### src/sv/tssf_pkg.sv
package tssf_pkg;

  // Fixed field widths.
  localparam int WORD_W      = 16;
  localparam int SCALE_W     = 12;
  localparam int DIVR_W      = 8;
  localparam int PRESS_SHIFT = 12;
  localparam int EVT_W       = 3 * WORD_W;
  localparam int OUT_DATA_W  = 4 * WORD_W;
  localparam int OUT_USER_W  = 5;

  // Converter command words.
  localparam logic [WORD_W-1:0] CMD_X  = 16'h58d3;
  localparam logic [WORD_W-1:0] CMD_Y  = 16'h5893;
  localparam logic [WORD_W-1:0] CMD_Z1 = 16'h58b3;
  localparam logic [WORD_W-1:0] CMD_Z2 = 16'h58c3;

  // Register reset values.
  localparam logic [SCALE_W-1:0] RST_SCALE = 12'd580;
  localparam logic [WORD_W-1:0]  RST_PMIN  = 16'd200;
  localparam logic [WORD_W-1:0]  RST_PMAX  = 16'd4200;
  localparam logic [WORD_W-1:0]  RST_XEXT  = 16'd320;
  localparam logic [WORD_W-1:0]  RST_YEXT  = 16'd240;
  localparam logic [DIVR_W-1:0]  RST_XDIV  = 8'd6;
  localparam logic [DIVR_W-1:0]  RST_YDIV  = 8'd8;

  typedef struct packed {
    logic [SCALE_W-1:0] pressure_scale;
    logic [WORD_W-1:0]  pressure_min;
    logic [WORD_W-1:0]  pressure_max;
    logic [WORD_W-1:0]  x_extent;
    logic [WORD_W-1:0]  y_extent;
    logic [DIVR_W-1:0]  x_divisor;
    logic [DIVR_W-1:0]  y_divisor;
  } cfg_t;

  typedef enum logic [2:0] {
    REG_SCALE = 3'd0,
    REG_PMIN  = 3'd1,
    REG_PMAX  = 3'd2,
    REG_XEXT  = 3'd3,
    REG_YEXT  = 3'd4,
    REG_XDIV  = 3'd5,
    REG_YDIV  = 3'd6
  } reg_idx_t;

  typedef enum logic [1:0] {
    OP_TICK = 2'd0,
    OP_WORD = 2'd1,
    OP_POP  = 2'd2,
    OP_NOP  = 2'd3
  } opcode_t;

  typedef enum logic [4:0] {
    PH_IDLE = 5'b00001,
    PH_X    = 5'b00010,
    PH_Y    = 5'b00100,
    PH_Z1   = 5'b01000,
    PH_Z2   = 5'b10000
  } phase_t;

  typedef enum logic [6:0] {
    ST_IDLE   = 7'b0000001,
    ST_MUL1   = 7'b0000010,
    ST_MUL2   = 7'b0000100,
    ST_DIV    = 7'b0001000,
    ST_FINISH = 7'b0010000,
    ST_READ   = 7'b0100000,
    ST_OUT    = 7'b1000000
  } state_t;

  typedef enum logic [2:0] {
    SEL_NONE = 3'd0,
    SEL_X    = 3'd1,
    SEL_Y    = 3'd2,
    SEL_Z1   = 3'd3,
    SEL_Z2   = 3'd4
  } sample_sel_t;

  typedef enum logic [2:0] {
    RES_HOLD   = 3'd0,
    RES_ZERO   = 3'd1,
    RES_CMD    = 3'd2,
    RES_FINISH = 3'd3,
    RES_POP    = 3'd4
  } res_op_t;

  // Controller to datapath.
  typedef struct packed {
    sample_sel_t        sample_sel;
    logic               mul1;
    logic               mul2;
    logic               div_step;
    logic               finish;
    logic               pop_read;
    res_op_t            res_op;
    logic [WORD_W-1:0]  cmd_word;
  } dp_cmd_t;

  // Datapath to controller.
  typedef struct packed {
    logic z1_zero;
    logic div_last;
    logic queue_empty;
  } dp_stat_t;

endpackage

### src/sv/tssf_ctrl.sv
module tssf_ctrl (
  input  logic                 clk,
  input  logic                 rst,
  input  logic                 s_tvalid,
  output logic                 s_tready,
  input  tssf_pkg::opcode_t    opcode,
  output logic                 m_tvalid,
  input  logic                 m_tready,
  input  tssf_pkg::dp_stat_t   stat,
  output tssf_pkg::dp_cmd_t    cmd
);

  tssf_pkg::state_t state, state_next;
  tssf_pkg::phase_t phase, phase_next;

  always_ff @(posedge clk) begin
    if (rst) begin
      state <= tssf_pkg::ST_IDLE;
      phase <= tssf_pkg::PH_IDLE;
    end else begin
      state <= state_next;
      phase <= phase_next;
    end
  end

  assign s_tready = state == tssf_pkg::ST_IDLE;
  assign m_tvalid = state == tssf_pkg::ST_OUT;

  // Sequencing of one item.
  always_comb begin
    state_next = state;
    phase_next = phase;
    cmd        = '0;
    case (state)
      tssf_pkg::ST_IDLE: begin
        if (s_tvalid) begin
          state_next = tssf_pkg::ST_OUT;
          cmd.res_op = tssf_pkg::RES_ZERO;
          case (opcode)
            tssf_pkg::OP_TICK: begin
              cmd.res_op   = tssf_pkg::RES_CMD;
              cmd.cmd_word = tssf_pkg::CMD_X;
              phase_next   = tssf_pkg::PH_X;
            end
            tssf_pkg::OP_WORD: begin
              case (phase)
                tssf_pkg::PH_X: begin
                  cmd.sample_sel = tssf_pkg::SEL_X;
                  cmd.res_op     = tssf_pkg::RES_CMD;
                  cmd.cmd_word   = tssf_pkg::CMD_Y;
                  phase_next     = tssf_pkg::PH_Y;
                end
                tssf_pkg::PH_Y: begin
                  cmd.sample_sel = tssf_pkg::SEL_Y;
                  cmd.res_op     = tssf_pkg::RES_CMD;
                  cmd.cmd_word   = tssf_pkg::CMD_Z1;
                  phase_next     = tssf_pkg::PH_Z1;
                end
                tssf_pkg::PH_Z1: begin
                  cmd.sample_sel = tssf_pkg::SEL_Z1;
                  cmd.res_op     = tssf_pkg::RES_CMD;
                  cmd.cmd_word   = tssf_pkg::CMD_Z2;
                  phase_next     = tssf_pkg::PH_Z2;
                end
                tssf_pkg::PH_Z2: begin
                  // A zero z1 rejects the sample without the division.
                  cmd.sample_sel = tssf_pkg::SEL_Z2;
                  phase_next     = tssf_pkg::PH_IDLE;
                  if (!stat.z1_zero) begin
                    cmd.res_op = tssf_pkg::RES_HOLD;
                    state_next = tssf_pkg::ST_MUL1;
                  end
                end
                default: begin
                  phase_next = tssf_pkg::PH_IDLE;
                end
              endcase
            end
            tssf_pkg::OP_POP: begin
              if (!stat.queue_empty) begin
                cmd.res_op   = tssf_pkg::RES_HOLD;
                cmd.pop_read = 1'b1;
                state_next   = tssf_pkg::ST_READ;
              end
            end
            default: begin
            end
          endcase
        end
      end
      tssf_pkg::ST_MUL1: begin
        cmd.mul1   = 1'b1;
        state_next = tssf_pkg::ST_MUL2;
      end
      tssf_pkg::ST_MUL2: begin
        cmd.mul2   = 1'b1;
        state_next = tssf_pkg::ST_DIV;
      end
      tssf_pkg::ST_DIV: begin
        cmd.div_step = 1'b1;
        if (stat.div_last) begin
          state_next = tssf_pkg::ST_FINISH;
        end
      end
      tssf_pkg::ST_FINISH: begin
        cmd.finish = 1'b1;
        cmd.res_op = tssf_pkg::RES_FINISH;
        state_next = tssf_pkg::ST_OUT;
      end
      tssf_pkg::ST_READ: begin
        cmd.res_op = tssf_pkg::RES_POP;
        state_next = tssf_pkg::ST_OUT;
      end
      tssf_pkg::ST_OUT: begin
        if (m_tready) begin
          state_next = tssf_pkg::ST_IDLE;
        end
      end
      default: begin
        state_next = tssf_pkg::ST_IDLE;
      end
    endcase
  end

`ifndef SYNTHESIS
  // An accepted item closes the input until its result is taken.
  a_accept_blocks: assert property (@(posedge clk) disable iff (rst)
    (s_tvalid && s_tready) |=> !s_tready)
    else $error("input taken again before the result was delivered");

  // A waiting result and an open input never coincide.
  a_one_item: assert property (@(posedge clk) disable iff (rst)
    !(m_tvalid && s_tready))
    else $error("input open while a result waits");

  // The divider runs until its last step.
  a_div_runs: assert property (@(posedge clk) disable iff (rst)
    (state == tssf_pkg::ST_DIV && !stat.div_last) |=> state == tssf_pkg::ST_DIV)
    else $error("division left early");

  // The pressure check follows the last divider step.
  a_div_done: assert property (@(posedge clk) disable iff (rst)
    (state == tssf_pkg::ST_DIV && stat.div_last) |=> state == tssf_pkg::ST_FINISH)
    else $error("division did not finish");
`endif

endmodule

### config.mk
export PLATFORM = sky130hd
export DESIGN_NAME = tssf_ctrl
export DESIGN_NICKNAME = d
export VERILOG_FILES = /design/src/sv/tssf_pkg.sv /design/src/sv/tssf_ctrl.sv
export SDC_FILE = /design/constraint.sdc
export NUM_CORES = 1
export LEC_CHECK = 0
export ABC_CLOCK_PERIOD_IN_PS = 2800
export BUFFER_PORTS_ARGS = -buffer_cell sky130_fd_sc_hd__buf_2
export CAP_MARGIN = 20
export CORE_MARGIN = 5
export CORE_UTILIZATION = 49
export CTS_CLUSTER_SIZE = 40
export DETAILED_ROUTE_END_ITERATION = 6
export PLACE_DENSITY = 0.74
export SLEW_MARGIN = 20
export SYNTH_ARGS = -nofsm -noshare
export SYNTH_HDL_FRONTEND = slang
export SYNTH_SLANG_ARGS = --single-unit
### constraint.sdc
create_clock -name clk -period 2.8 [get_ports clk]
set_input_delay 0.56 -clock clk [delete_from_list [all_inputs] [get_ports clk]]
set_output_delay 0.56 -clock clk [all_outputs]
set_load 0.05 [all_outputs]
After elaboration in Yosys (flattened, before gate mapping) --
Cells that the tools add are included.
Storage, ports and cells: bits in registers 12, input bits 9, output and inout port bits 29
Operators by class: equality and inequality tests 16, mux-type cells 29, reductions and logical operators 6
Operator list (number):
- $pmux 15 s3 | 1
- $mux 7 | 6
- $pmux 7 s6 | 1
- $pmux 16 s2 | 1
- $mux 20 | 1
- $pmux 3 s3 | 2
- $mux 16 | 1
- $pmux 5 s3 | 1
- $pmux 7 s2 | 1
- $pmux 3 s4 | 1
- $pmux 5 s2 | 1
- $mux 3 | 3
- $eq 7x1->1 const B | 1
- $eq 7x2->1 const B | 1
- $eq 7x3->1 const B | 1
- $eq 7x4->1 const B | 1
- $eq 7x5->1 const B | 1
- $eq 7x6->1 const B | 1
- $eq 7x7->1 const B | 1
- $mux 1 | 7
- $pmux 3 s2 | 1
- $reduce_and 3->1 | 2
- $eq 5x2->1 const B | 1
- $eq 5x3->1 const B | 1
- 11 further kinds | 12

Depth between registers and ports, before layout --
Gate-level depths: netlist (run 1).
depth after elaboration 6, mapped depth 7

Least setup slack after synthesis (run 1) --
No wires, ideal clock.
kind register -> output, from register state[6], to output port cmd[24] (netlist bit), arrival 3.088 ns, required time 2.240 ns, setup slack -0.848 ns, cell stages (with the launch flop) 7, path buffers 2, path through dfxtp_1 -> buf_6 -> or4_4 -> buf_6 -> nor2_4 -> nand3_2 -> nor4_1
RTL lines:
- start: declaration | line tssf_ctrl.sv:13 | tssf_pkg::state_t state, state_next;
- start signal: assignment | line tssf_ctrl.sv:18 | state <= tssf_pkg::ST_IDLE;
- start signal: assignment | line tssf_ctrl.sv:21 | state <= state_next;
- end: declaration | line tssf_ctrl.sv:10 | output tssf_pkg::dp_cmd_t cmd

==> flow_metrics.tcl, run 1 <==
set metrics [dict create \
    status "finished, final reports clean" \
    drt_iter0_drc 22 \
    grt_max_degree 14 \
    max_freq_ghz 0.367 \
    max_stage_delay_ps 630 \
    fp.coreArea_um2 2170 \
    die_x_um 57.4 \
    netlist.area_leader.share_pct 21.8 \
    vias_per_cell 5.39 \
    slew_viol_final 0 \
    slowest_stage "or4b_2" \
    tns_ps 0 \
    setup_viol 0 \
    final_cell_area_um2 1280 \
    leakagePower_nw 0.582 \
    yosysWarnings 0 \
    drcViolationCount 0 \
    routabilityCongestion 0.905 \
    grt_usage_pct 15.3 \
    antenna_left 0 \
    seq_area_um2 240 \
    ys.flop_type "dfxtp_1" \
    synth_area_per_cell_um2 7.86 \
    clk_latency_ps 280 \
    holdCritPathClass "input port to flip-flop" \
    num-nets-final 178 \
    syn_to_final_growth_pct 16.8 \
    worst-path-max-fanout 2 \
    post_cts_resize_count 1 \
    hold_violations 0 \
    fin_cells 192 \
    cts_root_buf "clkbuf_4" \
    cts_hold_buf 0 \
    finalWirelength_um 2550 \
    dieArea_um2 3290 \
    grt_pass1_vias 961 \
    port_buffers 30 \
    crit_family "simple AND/OR/NAND/NOR gates" \
    wl_per_cell_um 13.3 \
    min_period_ps 2730 \
    htree_levels 1 \
    num_vias 1035 \
    path_buf_inv 3 \
    syn_inst 140 \
    num_rows 17 \
    pin_count 38 \
    yosysSeqAreaShare_pct 21.8 \
    final_layout_size_suffix_gt1_share_pct 36.0 \
    cts_max_path_buffers 2 \
    cts.clk_slew.worst_paths_ps 70 \
    max_cap_violations 0 \
    synthesis.area_um2 1100 \
    rsz0062_at_grt "no" \
    postCtsSetupRepairBufs 0 \
    hpwlAfterDp_um 2040 \
    grt_pass1_wl_um 4080 \
    synthTopCellsByCount "21 x nor2_1, 12 x buf_4, 12 x dfxtp_1" \
    place_area_um2 1230 \
    cp-end-kind "primary output" \
    synth_area_leaders "dfxtp_1 22%, buf_4 8.2%, nor2_1 7.2%" \
    cp.arrival_ps 2170 \
    synth-seq-cells 12 \
    grt_overflow 0 \
    die_h_um 57.4 \
    crit_chain "buf_2, inv_1, ha_1, or4b_2, nor3b_2, and3_1, clkbuf_4" \
    drt_pass1_iterations 4 \
    cts.sinks 12 \
    numCtsBuffers 3 \
    synth_edf_count 0 \
    place_inst 188 \
    critical_path_class "input port to primary output" \
    ir_drop_uv 311 \
    startpoint_type "input port" \
    synth_cell_types 46 \
    antenna_found_initial 0 \
    yosys.area.top_type "dfxtp_1" \
    p_per_area_nw_per_um2 466 \
    fin_crit_sh_pct 97.4 \
    async_flop_share_pct 0 \
    required_ps 2240 \
    clock-skew-final_ps 3.31 \
    fillers 209 \
    insertedDiodeCount 0 \
    fin_total_pwr_w 0.000598 \
    multi_input_comb_area_um2 752 \
    final_util_pct 59.2 \
    initial_core_util_pct 50.7 \
    post-synth-top-count-cell "nor2_1" \
    cts_tree "done" \
]
-- cell usage in the layout, fill, tap and decap left out, types with 3 or more instances in the layout --
cell and count:
buf_2 27, buf_4 5, clkbuf_4 5, conb_1 7, dfxtp_1 12, ha_1 4, inv_1 9, mux2i_1 4
nand3_1 5, nand4b_1 3, nor2_1 18, nor3_1 4, nor3b_1 5, nor4_1 3, o21ai_0 4, xnor2_1 3
-- state kept, by name, indices dropped and copies added, names as in the netlist --
register,cells
phase,5
state,7
-- through the flow --
step | hold WS [ps] | setup WS, ps
3_3_place_gp | 540 | 49.8
5_1_grt | 552 | 15.1
3_5_place_dp | 542 | 27.2
2_1_floorplan | 506 | -270
6_report | 544 | 72.4
4_1_cts | 541 | 7.51
-- routing by layer --
layer  GRT usage, %  vias up  share of wire, %
met5              0        -                 0
met4           4.97        0              0.75
met3           3.85        3               4.0
met2           26.6       18                54
met1           18.2      489                41
li1               -      525                 -
-- cells by family after synthesis --
family                     share of synthesized area [%]
and+or+nand+nor                                     38.8
buffers and inverters                               15.5
AOI/OAI and AO/OA                                   11.1
DFF                                                 21.8
muxes                                               4.66
adders and majority gates                           4.55
xor gates and xnor gates                            3.19
other                                              0.341
-- power by group --
group | leakage [nW] | internal (W) | switching, W
clock | 0.0210 | 0.0000792 | 0.0000599
sequential | 0.0975 | 0.000180 | 0.0000163
combinational | 0.463 | 0.0000819 | 0.000181
total | 0.582 | 0.000342 | 0.000257
-- worst reg2reg max path: stages (launching register included) --
cell and delay, ps:
dfxtp_1 380, or4_4 620, nor3_4 360, mux2i_1 240, nor2_1 50
-- worst paths after layout --
path	start	end	slack, ps	depth (start not counted)
worst min-delay path	rst	phase[4]	540	2
worst min register to register	phase[0]	phase[0]	560	2
worst max-delay path	opcode[1]	cmd[5]	70	7
worst max register to register	state[6]	phase[2]	1050	4
-- layout make-up --
class	count	share of cell area, %
Inverter	9	2.63
Clock buffer	4	2.82
Timing Repair Buffer	34	14.6
Tap cell	28	2.73
Multi-Input combinational cell	105	58.5
Sequential cell	12	18.7
No activity file was read; power rests on OpenSTA's default activity.
==> run 2, diff against run 1 <==
- PLACE_DENSITY: 0.74 -> 0.78
==> run 2 against run 1 <==
First-iteration DRC count is 18% higher; clock power is 24% lower; critical path type unchanged; design area is 0.49% lower; largest power group unchanged.
==> flow_metrics.tcl, run 2 (synthesis gave the netlist of run 1 again) <==
set metrics [dict create \
    drt_iter0_drc 26 \
    postCtsSetupRepairBufs 0 \
    fillers 218 \
    status "finished, final reports clean" \
    num_rows 17 \
    crit_chain "buf_2, inv_1, ha_1, or4b_2, buf_4, nor2_1, nor2_1, nor2_2, clkbuf_4" \
    finalWirelength_um 2610 \
    drt_pass1_iterations 4 \
    hold_violations 0 \
    min_to "phase[1]" \
    slowest_stage "or4b_2" \
    fin_crit_sh_pct 97.0 \
    cts.sinks 12 \
    die_h_um 57.4 \
    largestRegisters "state (7), phase (5)" \
    mostFrequentLayoutCells "27 x buf_2, 18 x nor2_1, 12 x dfxtp_1, 9 x inv_1, 7 x conb_1" \
    max_stage_delay_ps 630 \
    required_ps 2240 \
    numCtsBuffers 3 \
    holdWs_ps 545 \
    insertedDiodeCount 0 \
    wl_per_cell_um 13.6 \
    antenna_left 0 \
    num-nets-final 179 \
    slew_viol_final 0 \
    cts_tree "done" \
    min_period_ps 2720 \
    critical_path_class "input port to primary output" \
    vias_per_cell 5.64 \
    cts.clk_slew.worst_paths_ps 80 \
    dieArea_um2 3290 \
    tns_ps 0 \
    hold_path_startpoint "rst" \
    layout_commonest_cell "buf_2" \
    r2r-start "state[2]" \
    path_common_cell "nor2_1" \
    startpoint_type "input port" \
    max_cap_violations 0 \
    largest_reg_flops 7 \
    r2r_slack_ps 1040 \
    leakagePower_nw 0.580 \
    reg2regPathDepth 4 \
    rsz0062_at_grt "no" \
    fp.coreArea_um2 2170 \
    die_x_um 57.4 \
    syn_to_final_growth_pct 16.3 \
    cts_root_buf "clkbuf_4" \
    final_util_pct 58.9 \
    worst-path-max-fanout 2 \
    setup_viol 0 \
    num_vias 1082 \
    drcViolationCount 0 \
    cp-end-kind "primary output" \
    port_buffers 30 \
    clk_latency_ps 270 \
    htree_levels 1 \
    routabilityCongestion 0.935 \
    pin_count 38 \
    final_layout_size_suffix_gt1_share_pct 36.0 \
    holdCritPathClass "input port to flip-flop" \
    initial_core_util_pct 50.7 \
    grt_max_degree 14 \
    cts_max_path_buffers 2 \
    top_register "state" \
    max_freq_ghz 0.368 \
    grt_pass1_vias 1032 \
    p_per_area_nw_per_um2 443 \
    cts_hold_buf 0 \
    clock-skew-final_ps 11.3 \
    antenna_found_initial 0 \
    cp.arrival_ps 2160 \
    grt_overflow 0 \
    r2r-end "phase[3]" \
    hpwlAfterDp_um 2110 \
    grt_usage_pct 16.2 \
    grt_pass1_wl_um 4400 \
    min_path_cells 2 \
    ir_drop_uv 283 \
]
[run 2: final cells by class]
class	count	area, um^2	share of cell area, %
well taps	28	35.0	2.74
multi-input cells	105	752	58.8
flip-flops and latches	12	240	18.8
clock buffers	3	22.5	1.76
repair buffers	35	195	15.3
inverters	9	33.8	2.64
[run 2: power by group]
group | internal, W | switching [W]
clock | 0.0000498 | 0.0000558
combinational | 0.0000826 | 0.000182
sequential | 0.000180 | 0.0000168
total | 0.000313 | 0.000254
[run 2: worst max path at each step]
stage	start	to	depth (start not counted)
after floorplan	state[6]	cmd[24]	6
final	opcode[1]	cmd[4]	9
after detailed placement	opcode[1]	cmd[5]	7
after CTS	state[2]	cmd[17]	5
after global placement	opcode[1]	cmd[5]	7
after global routing	state[0]	cmd[24]	5
[run 2: timing repair]
| action | in CTS | in global routing |
|---|---|---|
| cloned | 0 | 0 |
| endpoints found under the hold margin | 0 | 0 |
| pin swaps | 0 | 0 |
| endpoints found under the setup margin | 1 | 8 |
| gates resized for setup | 1 | 4 |
[run 2: per-layer routing]
layer | global-route usage [%] | up-vias | wire length, um
met5 | 0 | - | 0
met1 | 19.9 | 526 | 1090
li1 | - | 528 | -
met4 | 4.30 | 0 | 28
met3 | 3.62 | 5 | 114
met2 | 28.1 | 23 | 1380
[run 2: critical path: cells and delay by family]
family / cells / cell delay [ps]
adders and majority gates: 1 / 180
buffers and inverters: 4 / 560
and+or+nand+nor: 4 / 850
[run 2: stage by stage]
step	instance area (um^2)	std cells	power [W]	setup WS [ps]
after CTS	1270	192	0.000564	6.87
after global routing	1280	192	0.000601	10.2
after global placement	1240	189	0.000456	48.0
final	1280	192	0.000567	82.8
after detailed placement	1240	189	0.000460	20.9
after floorplan	1150	146	0.000428	-270
