--- config.mk ---
export PLATFORM = sky130hd
export DESIGN_NAME = tssf_cfg
export DESIGN_NICKNAME = d
export VERILOG_FILES = /design/src/sv/tssf_pkg.sv /design/src/sv/tssf_cfg.sv
export SDC_FILE = /design/constraint.sdc
export NUM_CORES = 1
export LEC_CHECK = 0
export ABC_AREA = 1
export BUFFER_PORTS_ARGS = -buffer_cell sky130_fd_sc_hd__buf_2
export CAP_MARGIN = 20
export CORE_UTILIZATION = 35
export DETAILED_ROUTE_END_ITERATION = 10
export PLACE_DENSITY = 0.65
export RECOVER_POWER = 100
export SLEW_MARGIN = 0
export SYNTH_ARGS = -nofsm -noshare
export SYNTH_HDL_FRONTEND = slang
export SYNTH_SLANG_ARGS = --single-unit
--- constraint.sdc ---
create_clock -name clk -period 2.2 [get_ports clk]
set_input_delay 0.66 -clock clk [delete_from_list [all_inputs] [get_ports clk]]
set_output_delay 0.66 -clock clk [all_outputs]
set_load 0.02 [all_outputs]
--- src/sv/tssf_pkg.sv ---
package tssf_pkg;

  // Fixed field widths.
  localparam int WORD_W      = 16;
  localparam int SCALE_W     = 12;
  localparam int DIVR_W      = 8;
  localparam int PRESS_SHIFT = 12;
  localparam int EVT_W       = 3 * WORD_W;
  localparam int OUT_DATA_W  = 4 * WORD_W;
  localparam int OUT_USER_W  = 5;

  // Converter command words.
  localparam logic [WORD_W-1:0] CMD_X  = 16'h58d3;
  localparam logic [WORD_W-1:0] CMD_Y  = 16'h5893;
  localparam logic [WORD_W-1:0] CMD_Z1 = 16'h58b3;
  localparam logic [WORD_W-1:0] CMD_Z2 = 16'h58c3;

  // Register reset values.
  localparam logic [SCALE_W-1:0] RST_SCALE = 12'd580;
  localparam logic [WORD_W-1:0]  RST_PMIN  = 16'd200;
  localparam logic [WORD_W-1:0]  RST_PMAX  = 16'd4200;
  localparam logic [WORD_W-1:0]  RST_XEXT  = 16'd320;
  localparam logic [WORD_W-1:0]  RST_YEXT  = 16'd240;
  localparam logic [DIVR_W-1:0]  RST_XDIV  = 8'd6;
  localparam logic [DIVR_W-1:0]  RST_YDIV  = 8'd8;

  typedef struct packed {
    logic [SCALE_W-1:0] pressure_scale;
    logic [WORD_W-1:0]  pressure_min;
    logic [WORD_W-1:0]  pressure_max;
    logic [WORD_W-1:0]  x_extent;
    logic [WORD_W-1:0]  y_extent;
    logic [DIVR_W-1:0]  x_divisor;
    logic [DIVR_W-1:0]  y_divisor;
  } cfg_t;

  typedef enum logic [2:0] {
    REG_SCALE = 3'd0,
    REG_PMIN  = 3'd1,
    REG_PMAX  = 3'd2,
    REG_XEXT  = 3'd3,
    REG_YEXT  = 3'd4,
    REG_XDIV  = 3'd5,
    REG_YDIV  = 3'd6
  } reg_idx_t;

  typedef enum logic [1:0] {
    OP_TICK = 2'd0,
    OP_WORD = 2'd1,
    OP_POP  = 2'd2,
    OP_NOP  = 2'd3
  } opcode_t;

  typedef enum logic [4:0] {
    PH_IDLE = 5'b00001,
    PH_X    = 5'b00010,
    PH_Y    = 5'b00100,
    PH_Z1   = 5'b01000,
    PH_Z2   = 5'b10000
  } phase_t;

  typedef enum logic [6:0] {
    ST_IDLE   = 7'b0000001,
    ST_MUL1   = 7'b0000010,
    ST_MUL2   = 7'b0000100,
    ST_DIV    = 7'b0001000,
    ST_FINISH = 7'b0010000,
    ST_READ   = 7'b0100000,
    ST_OUT    = 7'b1000000
  } state_t;

  typedef enum logic [2:0] {
    SEL_NONE = 3'd0,
    SEL_X    = 3'd1,
    SEL_Y    = 3'd2,
    SEL_Z1   = 3'd3,
    SEL_Z2   = 3'd4
  } sample_sel_t;

  typedef enum logic [2:0] {
    RES_HOLD   = 3'd0,
    RES_ZERO   = 3'd1,
    RES_CMD    = 3'd2,
    RES_FINISH = 3'd3,
    RES_POP    = 3'd4
  } res_op_t;

  // Controller to datapath.
  typedef struct packed {
    sample_sel_t        sample_sel;
    logic               mul1;
    logic               mul2;
    logic               div_step;
    logic               finish;
    logic               pop_read;
    res_op_t            res_op;
    logic [WORD_W-1:0]  cmd_word;
  } dp_cmd_t;

  // Datapath to controller.
  typedef struct packed {
    logic z1_zero;
    logic div_last;
    logic queue_empty;
  } dp_stat_t;

endpackage

--- src/sv/tssf_cfg.sv ---
module tssf_cfg (
  input  logic                clk,
  input  logic                rst,
  input  logic                psel,
  input  logic                penable,
  input  logic                pwrite,
  input  logic [4:0]          paddr,
  input  logic [31:0]         pwdata,
  output logic [31:0]         prdata,
  output tssf_pkg::cfg_t      cfg
);

  tssf_pkg::reg_idx_t idx;
  logic               wr_en;

  assign idx   = tssf_pkg::reg_idx_t'(paddr[4:2]);
  assign wr_en = psel && penable && pwrite;

  // Register writes; only each register's own width is kept.
  always_ff @(posedge clk) begin
    if (rst) begin
      cfg.pressure_scale <= tssf_pkg::RST_SCALE;
      cfg.pressure_min   <= tssf_pkg::RST_PMIN;
      cfg.pressure_max   <= tssf_pkg::RST_PMAX;
      cfg.x_extent       <= tssf_pkg::RST_XEXT;
      cfg.y_extent       <= tssf_pkg::RST_YEXT;
      cfg.x_divisor      <= tssf_pkg::RST_XDIV;
      cfg.y_divisor      <= tssf_pkg::RST_YDIV;
    end else if (wr_en) begin
      case (idx)
        tssf_pkg::REG_SCALE: cfg.pressure_scale <= pwdata[tssf_pkg::SCALE_W-1:0];
        tssf_pkg::REG_PMIN:  cfg.pressure_min   <= pwdata[tssf_pkg::WORD_W-1:0];
        tssf_pkg::REG_PMAX:  cfg.pressure_max   <= pwdata[tssf_pkg::WORD_W-1:0];
        tssf_pkg::REG_XEXT:  cfg.x_extent       <= pwdata[tssf_pkg::WORD_W-1:0];
        tssf_pkg::REG_YEXT:  cfg.y_extent       <= pwdata[tssf_pkg::WORD_W-1:0];
        tssf_pkg::REG_XDIV:  cfg.x_divisor      <= pwdata[tssf_pkg::DIVR_W-1:0];
        tssf_pkg::REG_YDIV:  cfg.y_divisor      <= pwdata[tssf_pkg::DIVR_W-1:0];
        default: begin
        end
      endcase
    end
  end

  // Read mux.
  always_comb begin
    case (idx)
      tssf_pkg::REG_SCALE: prdata = 32'(cfg.pressure_scale);
      tssf_pkg::REG_PMIN:  prdata = 32'(cfg.pressure_min);
      tssf_pkg::REG_PMAX:  prdata = 32'(cfg.pressure_max);
      tssf_pkg::REG_XEXT:  prdata = 32'(cfg.x_extent);
      tssf_pkg::REG_YEXT:  prdata = 32'(cfg.y_extent);
      tssf_pkg::REG_XDIV:  prdata = 32'(cfg.x_divisor);
      tssf_pkg::REG_YDIV:  prdata = 32'(cfg.y_divisor);
      default:             prdata = '0;
    endcase
  end

endmodule

Yosys cells after proc, flatten, opt, wreduce, memory -nomap -nowiden
Cells that the tools add are included.
{"block": "word_totals", "output_inout_bits": 124, "word_cells": 24, "reg_bits": 92}
{"block": "op_classes", "eq_ne": 6, "n_reduce_logical": 10, "mux": 1}
{"operator": "$pmux W16 S7", "n": 1}
{"operator": "$reduce_and A2 Y1", "n": 7}
{"operator": "$eq A3 B3 Y1 const B", "n": 3}
{"operator": "$eq A3 B2 Y1 const B", "n": 2}
{"operator": "$eq A3 B1 Y1 const B", "n": 1}
{"operator": "$logic_not A3 Y1", "n": 1}
{"operator": "$logic_and A1 B1 Y1", "n": 2}

Longest topological paths before layout
Gate-level depths: netlist of run 1.
{"block": "depth", "ltp_word": 3, "depth_mapped": 9, "ltp_nobuf": 7}

Worst setup path after synthesis of run 1
Ideal clock, no wire load.
{"block": "synth_timing", "path_kind": "input-to-output", "from": "input port paddr[4]", "to": "output port prdata[5]", "arrival_ps": 1562, "setup_slack_ps": -22, "stages": 8, "required_ps": 1540, "cell_sequence": "buf_6 inv_6 buf_4 buf_2 nand4_1 nand2_1 nor2_1 nand2_1"}
{"block": "synth_between", "elab_chain_len": 2, "elab_cells_between_ends": 8, "cone_classes": "eq/ne (6); mux (1); reduce/logical (1)"}
{"element": "from (decl)", "line_no": "tssf_cfg.sv:7", "text": "input logic [4:0] paddr,"}
{"element": "$eq A3 B3 Y1 (tied with other cells)", "line_no": "tssf_cfg.sv:46", "text": "case (idx)"}
{"element": "$pmux W16 S7 *", "line_no": "tssf_cfg.sv:46"}
{"element": "to (decl)", "line_no": "tssf_cfg.sv:9", "text": "output logic [31:0] prdata,"}
Every way passes the cells marked *; elsewhere a longest branch is shown, timed or not.

Worst setup path in the final report of run 1
{"block": "layout_timing", "from": "input port paddr[3]", "to": "output port prdata[6]"}
The elaborated chain is that of the path after synthesis.

==> results of run 1 <==
-- per-stage QoR --
stage | util | instance area (um2) | hold slack (ns)
2_1_floorplan | - | 4990 | 0.5533
3_3_place_gp | 0.4345 | 5846 | 0.4697
3_5_place_dp | 0.4345 | 5846 | 0.4714
4_1_cts | 0.4768 | 6415 | 0.4880
5_1_grt | 0.4804 | 6462 | 0.5073
6_report | 0.4804 | 6462 | 0.4922
-- how the worst max path moves through the flow --
| stage | depth (start not counted) | startpoint | end | slack [ns] |
|---|---|---|---|---|
| 3_3_place_gp | 9 | paddr[2] | prdata[0] | -0.18 |
| 5_1_grt | 8 | paddr[3] | prdata[0] | -0.07 |
| 4_1_cts | 9 | paddr[2] | prdata[15] | -0.02 |
| 2_1_floorplan | 8 | paddr[4] | prdata[10] | 0.02 |
| 6_report | 8 | paddr[3] | prdata[6] | -0.02 |
| 3_5_place_dp | 9 | paddr[2] | prdata[0] | -0.18 |
-- worst register-to-register path, stage by stage (launching register included) --
cell and delay (ns):
sky130_fd_sc_hd__dfxtp_1 0.37, sky130_fd_sc_hd__nor2_1 0.08, sky130_fd_sc_hd__nor2_1 0.14
-- logic make-up after synthesis --
kind of cell / count (synthesis) / synth area share
compound gates: 3 / 0.003058
flops: 92 / 0.3752
other cells: 1 / 0.0007640
simple gates: 544 / 0.4999
buf+inv: 100 / 0.1211
-- cell usage after synthesis, types with 2 or more instances --
cell type / number / area (um2)
sky130_fd_sc_hd__nor2_4: 10 / 112.6
sky130_fd_sc_hd__clkbuf_1: 4 / 15.01
sky130_fd_sc_hd__nand3_1: 82 / 410.4
sky130_fd_sc_hd__nor2_2: 5 / 31.28
sky130_fd_sc_hd__nand4_1: 32 / 200.2
sky130_fd_sc_hd__inv_1: 33 / 123.9
sky130_fd_sc_hd__inv_6: 2 / 17.52
sky130_fd_sc_hd__buf_6: 12 / 135.1
sky130_fd_sc_hd__dfxtp_1: 92 / 1842
sky130_fd_sc_hd__buf_2: 17 / 85.08
sky130_fd_sc_hd__o21ai_0: 3 / 15.01
sky130_fd_sc_hd__nor2_1: 171 / 641.9
sky130_fd_sc_hd__nand2_1: 224 / 840.8
sky130_fd_sc_hd__buf_1: 4 / 15.01
sky130_fd_sc_hd__nand3_4: 2 / 35.03
sky130_fd_sc_hd__buf_4: 26 / 195.2
sky130_fd_sc_hd__nand3_2: 11 / 110.1
sky130_fd_sc_hd__nand2_2: 5 / 31.28
-- power groups by stage --
| stage | Combinational (mW) | Sequential [mW] | Clock, mW |
|---|---|---|---|
| global route | 0.612 | 1.71 | 1.75 |
| detailed placement | 0.501 | 1.74 | 0 |
| floorplan | 0.320 | 1.77 | 0 |
| finish | 0.571 | 1.71 | 1.68 |
| CTS | 0.544 | 1.70 | 1.70 |
| global placement | 0.501 | 1.74 | 0 |
-- final cells by class --
cell class | count | share of cell area
inverter | 37 | 0.02536
sequential | 92 | 0.2850
tap | 176 | 0.03408
multi-input combinational | 563 | 0.4161
clock inverter | 4 | 0.01123
timing repair buffer | 183 | 0.1901
clock buffer | 12 | 0.03814
-- metal layers --
layer | track usage | wire length [um] | vias to the layer above
li1 | - | - | 2586
met1 | 0.2911 | 6837 | 2365
met2 | 0.3861 | 7960 | 237
met3 | 0.05283 | 1446 | 38
met4 | 0.09182 | 427 | 0
met5 | 0 | 0 | -
-- what timing repair did --
action                                  4_1_cts  5_1_grt
cloned                                        1        0
buffers inserted                              4        7
pin swaps                                     9       22
endpoints found under the setup margin       16       16
resized for setup                            59       55
==> results.md, run 1 <==
* Overall power consumption at 3.957 mW
* Most frequent cells in the layout: sky130_fd_sc_hd__nand2_1 (196), sky130_fd_sc_hd__nor2_1 (151), sky130_fd_sc_hd__clkbuf_1 (99)
* Warning count from the yosys run at 0
* Pin count of the biggest net entering global routing at 46
* Maximum number of buffers from clock root to sink at 2
* Arrival time at the worst endpoint at 1.56 ns
* Worst setup path category: input pin to output pin
* Max-slew headroom at 0.3891
* Cell Count, Final, Fillers Out at ~1100
* Number of filler instances in the final layout at 1451
* Failing checks: negative setup slack
* Overall Global Routing Usage at 0.2326
* Pre-antenna DRT Iters at 5
* Commonest register cell after synthesis: sky130_fd_sc_hd__dfxtp_1
* CTS tree: yes
* Launch instance of the worst register-to-register path: cfg[24]
* R2R Path End: cfg[24]
* Number of setup violations in the final report at 6
* Clock root buffer: sky130_fd_sc_hd__clkbuf_16
* Die footprint at 0.01450 mm2
* Number of vias after detailed routing at about 5200
* Clock power share at 0.425
* Number of routed nets with antenna violations at 0
* Nets at 928
* Flop and latch count out of synthesis at 92
* Leading registers by flop count: cfg: 92 flops
* Routed wire length per instance at ~16 um
* Count of antenna diodes in the layout at 0
* Vias in the first global route at about 4800
* Hold Path Stages at 2
* Internal Pwr Total at between 2 and 3 mW
* Area occupied by registers at around 0.0018 mm2
* Average footprint of a synthesized cell at roughly 6.6 um2
* Number of rows in the core area at between 40 and 50
* Setup tns final at -0.04776 ns
* Period utilisation layout at 1.007
* Hold wc startpoint: cfg[21]
* Portion of total power attributed to sequential cells at 0.431
* Max stage delay on crit path at 0.18 ns
* Final global-route overflow total at 0
* Summed instance area of the synthesized netlist at just under 0.005 mm2
* Clock insertion delay at the later pin of the skew report at 0.35 ns
* Transition time at the pin with the least slew margin at just over 0.9 ns
* Routability cong. at ~0.85
* Count of buffers inserted at the top-level ports at 131
* Std-Cell Core Area at ~0.013 mm2
* Count of hold-fix buffers inserted at cts at 0
* Die span in x at around 120 um
* Clock transition at the registers of the reported paths at 0.06 ns
* Number of cells in the design after placement at between 1000 and 1500
* First-pass GRT wire length at ~26 mm
* Synthesized instance count at 740
* Leakage power of the design at between 2 and 3 nW
* Total number of H-tree levels at 3
* Critical Path Sink Type: output pin
* Starting density of the core at 0.3649
* Crit-path cells: buf_12 > nor2_4 > buf_6 > nand3_2 > nand2_2 > nor2_1 > nand2_2 > buf_6
* Highest attainable clock frequency at between 400 and 500 MHz
* Crit-path max FO at 8
* Number of flip-flops under the largest register name at between 90 and 100
* Half-perimeter wire length of the detailed placement result at about 12 mm
* TritonCTS sink count at between 90 and 100
* Outcome: finished with violations
* Number of buffers added by the clock tree synthesis step at 9
* Peak supply drop at about 0.37 mV
* Leading cell type in the layout, fill and taps excluded: sky130_fd_sc_hd__nand2_1
* Proportion of synthesized flip-flops having asynchronous set or reset at 0
* Combined area of the multi-input logic cells at about 0.0027 mm2
* Number of max-cap violations at 0
* R2R depth at 2
* Worst-case setup margin in the final layout at -0.01641 ns
* Number of enable-type register cells in the synthesized netlist at 0
* Number of DRC violations after detailed routing at 0
* Post-Place Setup Slack at -0.1816 ns
* Number of I/O pins at around 170
* Hold Violations, Final at 0
* Slowest-stage cell, CP: sky130_fd_sc_hd__nor2_4
* Data required time at the worst endpoint at around 1.5 ns
* Height of the chip at approximately 120 um
* Number of buffer and inverter stages on the critical path at 3
* Gate power share at 0.144
* Class of the worst hold path: register to register
* Worst reg2reg setup slack at 1.55 ns
* Slew Limit Fails at 0
* Net Sw Frac at 0.2631
* Register containing the most flip-flops in the final layout: cfg
* CP top delay family: simple AND/OR/NAND/NOR gates
* Initial detailed-routing violation count at 466
* Cell Pwr Density at 612.3 mW/mm2
* Worst-case hold path end point: cfg[21]
* Number of vias per cell after detailed routing at ~4.9
* Min Tclk post-route at between 2 and 2.5 ns
* Synthesis-to-layout area growth at 31.66%
* Yosys cell types at 23
* Final Skew at 0 ns
* Share of cells above drive strength 1 at 0.2200
* Switching power at ~1.0 mW
* Number of antenna violations at the first check in global routing at 1
* Unrepaired setup endpoints after global routing: true
* Sequential area share after synthesis at 0.3752
* Post-detailed-routing wire length at approximately 17 mm
* Critical Path Start Type: input pin
Power figures use the tool's default switching activity.
==> run 2, diff against run 1 <==
--- a/config.mk
+++ b/config.mk
@@ -8,9 +8,11 @@
 export ABC_AREA = 1
 export BUFFER_PORTS_ARGS = -buffer_cell sky130_fd_sc_hd__buf_2
 export CAP_MARGIN = 20
-export CORE_UTILIZATION = 35
+export CELL_PAD_IN_SITES_DETAIL_PLACEMENT = 1
+export CELL_PAD_IN_SITES_GLOBAL_PLACEMENT = 2
+export CORE_UTILIZATION = 26
 export DETAILED_ROUTE_END_ITERATION = 10
-export PLACE_DENSITY = 0.65
+export PLACE_DENSITY = 0.85
 export RECOVER_POWER = 100
 export SLEW_MARGIN = 0
 export SYNTH_ARGS = -nofsm -noshare
==> run 2 against run 1 <==
Effect of this change:
- critical path type unchanged
- critical endpoint is now prdata[7]
- largest cell class unchanged
- utilization fell by 11 points
- the run still ends with negative setup slack left
- cell area increased by 3.1%
- sequential share of layout area shrank 0.86 points
==> results.md, run 2 (same netlist as run 1, synthesis figures left out) <==
* Clock insertion delay at the later pin of the skew report at 0.35 ns (about the same)
* Clock root buffer: sky130_fd_sc_hd__clkbuf_16 (unchanged)
* Switching power at 1.065 mW (was 1.041 mW)
* CP top delay family: simple AND/OR/NAND/NOR gates (unchanged)
* Initial detailed-routing violation count at 340 (was 466)
* Nets at 935 (was 928)
* Arrival time at the worst endpoint at 1.59 ns (was 1.56 ns)
* Final Skew at 0 ns (unchanged)
* CTS tree: yes (unchanged)
* Routed wire length per instance at 16.22 um (was 15.63 um)
* Max-slew headroom at 0.4710 (was 0.3891)
* Slew Limit Fails at 0 (unchanged)
* Internal Pwr Total at 2.873 mW (was 2.916 mW)
* Critical Path Sink Type: output pin (unchanged)
* Number of setup violations in the final report at 8 (was 6)
* Gate power share at 0.146 (was 0.144)
* Data required time at the worst endpoint at 1.54 ns (about the same)
* Number of DRC violations after detailed routing at 0 (unchanged)
* Leading registers by flop count: cfg: 92 flops (unchanged)
* Final global-route overflow total at 0 (unchanged)
* Net Sw Frac at 0.2704 (was 0.2631)
* Crit-path max FO at 17 (was 8)
* Final standard cell area without fillers at 0.006663 mm2 (was 0.006462 mm2)
* Slowest-stage cell, CP: sky130_fd_sc_hd__nor2_4 (unchanged)
* Max stage delay on crit path at 0.18 ns (about the same)
* Register containing the most flip-flops in the final layout: cfg (unchanged)
* Overall power consumption at 3.937 mW (was 3.957 mW)
* Min Tclk post-route at 2.253 ns (was 2.216 ns)
* Number of vias after detailed routing at 5221 (was 5226)
* Portion of total power attributed to sequential cells at 0.433 (was 0.431)
* Transition time at the pin with the least slew margin at 0.7906 ns (was 0.9130 ns)
* Routability cong. at 0.7808 (was 0.8471)
* Final hold slack at 0.4835 ns (was 0.4922 ns)
* Leakage power of the design at 3.252 nW (was 2.852 nW)
* Post-place instance area at 0.006025 mm2 (was 0.005846 mm2)
* Hold Violations, Final at 0 (unchanged)
* Number of routed nets with antenna violations at 0 (unchanged)
* Number of vias per cell after detailed routing at 4.633 (was 4.898)
* Number of filler instances in the final layout at 2326 (was 1451)
* Starting density of the core at 0.2696 (was 0.3649)
* Unrepaired setup endpoints after global routing: true (unchanged)
* First-pass GRT wire length at 28.21 mm (was 25.69 mm)
* Worst-case setup margin in the final layout at -0.05310 ns (was -0.01641 ns)
* Failing checks: negative setup slack (unchanged)
* Cell Pwr Density at 590.9 mW/mm2 (was 612.3 mW/mm2)
* Number of antenna violations at the first check in global routing at 0 (was 1)
* Vias in the first global route at 4948 (was 4784)
* Period utilisation layout at 1.024 (was 1.007)
* Worst setup path category: input pin to output pin (unchanged)
* TritonCTS sink count at 92 (unchanged)
* Height of the chip at 139.4 um (was 120.4 um)
* Class of the worst hold path: register to register (unchanged)
* Share of cells above drive strength 1 at 0.3151 (was 0.2200)
* Std-Cell Core Area at 0.01821 mm2 (was 0.01345 mm2)
* Pre-antenna DRT Iters at 4 (was 5)
* Number of I/O pins at 166 (unchanged)
* Outcome: finished with violations (unchanged)
* Number of flip-flops under the largest register name at 92 (unchanged)
* Clock transition at the registers of the reported paths at 0.06 ns (about the same)
* Die footprint at 0.01943 mm2 (was 0.01450 mm2)
* Post-detailed-routing wire length at 18.29 mm (was 16.67 mm)
* Overall Global Routing Usage at 0.1901 (was 0.2326)
* Peak supply drop at 0.3497 mV (was 0.3652 mV)
* Setup tns final at -0.1858 ns (was -0.04776 ns)
* Most frequent cells in the layout: sky130_fd_sc_hd__nand2_1 (198), sky130_fd_sc_hd__nor2_1 (162), sky130_fd_sc_hd__buf_2 (112) (was sky130_fd_sc_hd__nand2_1 (196), sky130_fd_sc_hd__nor2_1 (151), sky130_fd_sc_hd__clkbuf_1 (99))
* Crit-path cells: buf_12 > nor2_4 > buf_12 > nand3_1 > nand2_1 > nor2_1 > nand2_1 > buf_6 (was buf_12 > nor2_4 > buf_6 > nand3_2 > nand2_2 > nor2_1 > nand2_2 > buf_6)
* Maximum number of buffers from clock root to sink at 2 (unchanged)
* Count of antenna diodes in the layout at 0 (unchanged)
* Clock power share at 0.420 (was 0.425)
* Pin count of the biggest net entering global routing at 93 (was 46)
* Number of rows in the core area at 49 (was 42)
* Highest attainable clock frequency at 443.8 MHz (was 451.2 MHz)
* Half-perimeter wire length of the detailed placement result at 13.34 mm (was 11.54 mm)
* Synthesis-to-layout area growth at 35.74% (was 31.66%)
* Total number of H-tree levels at 3 (unchanged)
* Leading cell type in the layout, fill and taps excluded: sky130_fd_sc_hd__nand2_1 (unchanged)
* Count of buffers inserted at the top-level ports at 131 (unchanged)
* Number of buffer and inverter stages on the critical path at 3 (unchanged)
* Number of max-cap violations at 0 (unchanged)
* Die span in x at 139.4 um (was 120.4 um)
* Critical Path Start Type: input pin (unchanged)
* Number of buffers added by the clock tree synthesis step at 9 (unchanged)
[run 2: worst paths after layout]
| path | start | to | slack, ns | cells past startpoint |
|---|---|---|---|---|
| max | paddr[3] | prdata[7] | -0.05 | 8 |
| min | cfg[86] | cfg[86] | 0.48 | 2 |
| max reg2reg | cfg[3] | cfg[3] | 1.56 | 2 |
| min reg2reg | cfg[86] | cfg[86] | 0.48 | 2 |
[run 2: worst reg2reg max path: cells and delay by family, from the launching register on]
| kind | cells | cell delay, ns |
|---|---|---|
| flops | 1 | 0.34 |
| compound gates | 1 | 0.09 |
| simple gates | 1 | 0.09 |
[run 2: layer usage]
| layer | vias to the layer above | part of all wire | global-route usage |
|---|---|---|---|
| li1 | 2606 | - | - |
| met2 | 127 | 0.47 | 0.3094 |
| met5 | - | 0 | 0 |
| met1 | 2472 | 0.45 | 0.2515 |
| met4 | 0 | 0.013 | 0.05614 |
| met3 | 16 | 0.067 | 0.04026 |
[run 2: layout make-up]
cell class,instances,area (um2),share of cell area
Clock buffer,13,270.3,0.04056
Clock inverter,3,43.79,0.006573
Inverter,37,156.4,0.02347
Multi-Input combinational cell,563,2651,0.3979
Sequential cell,92,1842,0.2764
Tap cell,229,286.5,0.04300
Timing Repair Buffer,190,1413,0.2120
[run 2: power groups by stage]
stage / logic, mW / clock network (mW) / registers [mW]
3_5_place_dp: 0.525 / 0 / 1.74
3_3_place_gp: 0.520 / 0 / 1.74
6_report: 0.576 / 1.66 / 1.71
4_1_cts: 0.566 / 1.69 / 1.71
2_1_floorplan: 0.320 / 0 / 1.77
5_1_grt: 0.623 / 1.76 / 1.71
[run 2: through the flow]
stage / util / setup slack [ns] / std cells
final: 0.3659 / -0.05310 / 1127
after global placement: 0.3309 / -0.2414 / 1102
after floorplan: - / 0.01633 / 755
after CTS: 0.3604 / -0.05886 / 1125
after global routing: 0.3659 / -0.09857 / 1127
after detailed placement: 0.3309 / -0.2252 / 1102
[run 2: timing repair]
item | CTS | global route
pin swaps | 12 | 14
buffers inserted | 9 | 3
resized for setup | 56 | 29
hold buffers | 0 | 0
endpoints found under the setup margin | 16 | 16
==> run 3, diff against run 2 <==
--- a/config.mk
+++ b/config.mk
@@ -11,6 +11,7 @@
 export CELL_PAD_IN_SITES_DETAIL_PLACEMENT = 1
 export CELL_PAD_IN_SITES_GLOBAL_PLACEMENT = 2
 export CORE_UTILIZATION = 26
+export CTS_BUF_LIST = sky130_fd_sc_hd__clkbuf_8 sky130_fd_sc_hd__clkbuf_16
 export DETAILED_ROUTE_END_ITERATION = 10
 export PLACE_DENSITY = 0.85
 export RECOVER_POWER = 100
==> run 3 against run 2 <==
Effect of this change:
- the flow still finishes with violations (negative setup slack)
- non-clock buffer count did not move
- first-iteration DRC count rose by 3.2%
- cell area did not move
- hold slack barely moved
- critical path depth did not move
- clock power barely moved
- global-route usage did not move
- via count barely moved
- die area did not move
- sequential share of layout area did not move
- largest cell class unchanged
- highest routed layer unchanged
==> results.md, run 3 (same netlist as run 1, synthesis figures left out) <==
* Arrival time at the worst endpoint at 1.59 ns (about the same)
* Max stage delay on crit path at 0.18 ns (about the same)
* Outcome: finished with violations (unchanged)
* Die footprint at 0.01943 mm2 (unchanged)
* Overall Global Routing Usage at 0.1901 (unchanged)
* Number of I/O pins at 166 (unchanged)
* CP top delay family: simple AND/OR/NAND/NOR gates (unchanged)
* Vias in the first global route at 4948 (unchanged)
* Number of DRC violations after detailed routing at 0 (unchanged)
* Half-perimeter wire length of the detailed placement result at 13.34 mm (unchanged)
* Overall power consumption at 3.933 mW (was 3.937 mW)
* Class of the worst hold path: register to register (unchanged)
* Cell Count, Final, Fillers Out at 1127 (unchanged)
* Period utilisation layout at 1.024 (about the same)
* Number of flip-flops under the largest register name at 92 (unchanged)
* Critical Path Start Type: input pin (unchanged)
* Leakage power of the design at 3.256 nW (was 3.252 nW)
* Count of buffers inserted at the top-level ports at 131 (unchanged)
* Clock insertion delay at the later pin of the skew report at 0.35 ns (about the same)
* Slew Limit Fails at 0 (unchanged)
* Number of rows in the core area at 49 (unchanged)
* Setup tns final at -0.1817 ns (was -0.1858 ns)
* Launch instance of the worst register-to-register path: cfg[3] (unchanged)
* Synthesis-to-layout area growth at 35.74% (unchanged)
* Routed wire length per instance at 16.22 um (about the same)
* Crit-path max FO at 17 (unchanged)
* Maximum number of buffers from clock root to sink at 2 (unchanged)
* Final Skew at 0 ns (unchanged)
* Pre-antenna DRT Iters at 4 (unchanged)
* Number of routed nets with antenna violations at 0 (unchanged)
* Pin count of the biggest net entering global routing at 93 (unchanged)
* Unrepaired setup endpoints after global routing: true (unchanged)
* Std-Cell Core Area at 0.01821 mm2 (unchanged)
* Number of setup violations in the final report at 8 (unchanged)
* Final standard cell area without fillers at 0.006663 mm2 (unchanged)
* Die span in x at 139.4 um (unchanged)
* Highest attainable clock frequency at 443.9 MHz (was 443.8 MHz)
* Failing checks: negative setup slack (unchanged)
* Register containing the most flip-flops in the final layout: cfg (unchanged)
* Hold Violations, Final at 0 (unchanged)
* Hold wc startpoint: cfg[86] (unchanged)
* Worst-case setup margin in the final layout at -0.05284 ns (was -0.05310 ns)
* TritonCTS sink count at 92 (unchanged)
* Leading registers by flop count: cfg: 92 flops (unchanged)
* Final core utilization at 0.3659 (unchanged)
* CTS tree: yes (unchanged)
* Worst setup path category: input pin to output pin (unchanged)
* Peak supply drop at 0.3500 mV (was 0.3497 mV)
* Final global-route overflow total at 0 (unchanged)
* Leading cell type in the layout, fill and taps excluded: sky130_fd_sc_hd__nand2_1 (unchanged)
* Initial detailed-routing violation count at 351 (was 340)
* Count of hold-fix buffers inserted at cts at 0 (unchanged)
* Slowest-stage cell, CP: sky130_fd_sc_hd__nor2_4 (unchanged)
* Number of cells in the design after placement at 1102 (unchanged)
* Number of vias per cell after detailed routing at 4.635 (was 4.633)
* Critical Path Sink Type: output pin (unchanged)
* Post-place instance area at 0.006025 mm2 (unchanged)
* Count of antenna diodes in the layout at 0 (unchanged)
* Number of antenna violations at the first check in global routing at 0 (unchanged)
* First-pass GRT wire length at 28.21 mm (unchanged)
* Cell Pwr Density at 590.3 mW/mm2 (was 590.9 mW/mm2)
* Height of the chip at 139.4 um (unchanged)
* Post-detailed-routing wire length at 18.28 mm (was 18.29 mm)
* Crit-path cells: buf_12 > nor2_4 > buf_12 > nand3_1 > nand2_1 > nor2_1 > nand2_1 > buf_6 (unchanged)
* Transition time at the pin with the least slew margin at 0.7848 ns (was 0.7906 ns)
* Data required time at the worst endpoint at 1.54 ns (about the same)
* Min Tclk post-route at 2.253 ns (about the same)
* Worst setup path start: paddr[3] (unchanged)
* Most frequent cells in the layout: sky130_fd_sc_hd__nand2_1 (198), sky130_fd_sc_hd__nor2_1 (162), sky130_fd_sc_hd__buf_2 (112) (unchanged)
* Number of vias after detailed routing at 5224 (was 5221)
* Number of max-cap violations at 0 (unchanged)
* Routability cong. at 0.7808 (unchanged)
* Clock transition at the registers of the reported paths at 0.06 ns (about the same)
* Share of cells above drive strength 1 at 0.3151 (unchanged)
* Max-slew headroom at 0.4749 (was 0.4710)
* Nets at 935 (unchanged)
* Starting density of the core at 0.2696 (unchanged)
* Total number of H-tree levels at 3 (unchanged)
* Number of buffers added by the clock tree synthesis step at 9 (unchanged)
* Clock root buffer: sky130_fd_sc_hd__clkbuf_16 (unchanged)
* Number of buffer and inverter stages on the critical path at 3 (unchanged)
run 3: timing repair:
| action | CTS | global route |
|---|---|---|
| pin swaps | 12 | 14 |
| setup endpoints to repair | 16 | 16 |
| buffers inserted | 9 | 3 |
| gates resized for setup | 56 | 29 |
| endpoints found under the hold margin | 0 | 0 |
run 3: final timing paths:
kind	to	depth (start not counted)	slack, ns
worst min-delay path	cfg[86]	2	0.48
worst max-delay path	prdata[7]	8	-0.05
worst min register to register	cfg[86]	2	0.48
worst max register to register	cfg[3]	2	1.56
run 3: power breakdown:
part	internal [mW]	total (mW)	switching (mW)
Combinational	0.210	0.577	0.366
Clock	0.971	1.65	0.680
Sequential	1.69	1.71	0.0190
run 3: stage by stage:
step / hold WS (ns) / setup slack [ns]
after detailed placement: 0.4753 / -0.2252
after global routing: 0.5135 / -0.09857
after CTS: 0.4884 / -0.05886
final: 0.4835 / -0.05284
after floorplan: 0.5533 / 0.01633
after global placement: 0.4691 / -0.2414
run 3: area by class of cell:
type                       instances  area [um2]
tap                              229       286.5
multi-input combinational        563        2651
sequential                        92        1842
fill                            2326       11550
inverter                          37       156.4
timing repair buffer             190        1413
clock buffer                      12       266.5
clock inverter                     4       47.55
run 3: per-layer routing:
metal	track usage	wire length [um]
met2	0.3094	8531
met1	0.2515	8369
met5	0	0
met4	0.05614	233
met3	0.04026	1148
run 3: worst reg2reg max path, cell delays in order (launching register included):
cell	delay [ns]
sky130_fd_sc_hd__dfxtp_1	0.34
sky130_fd_sc_hd__o21ai_0	0.09
sky130_fd_sc_hd__nand3_1	0.09
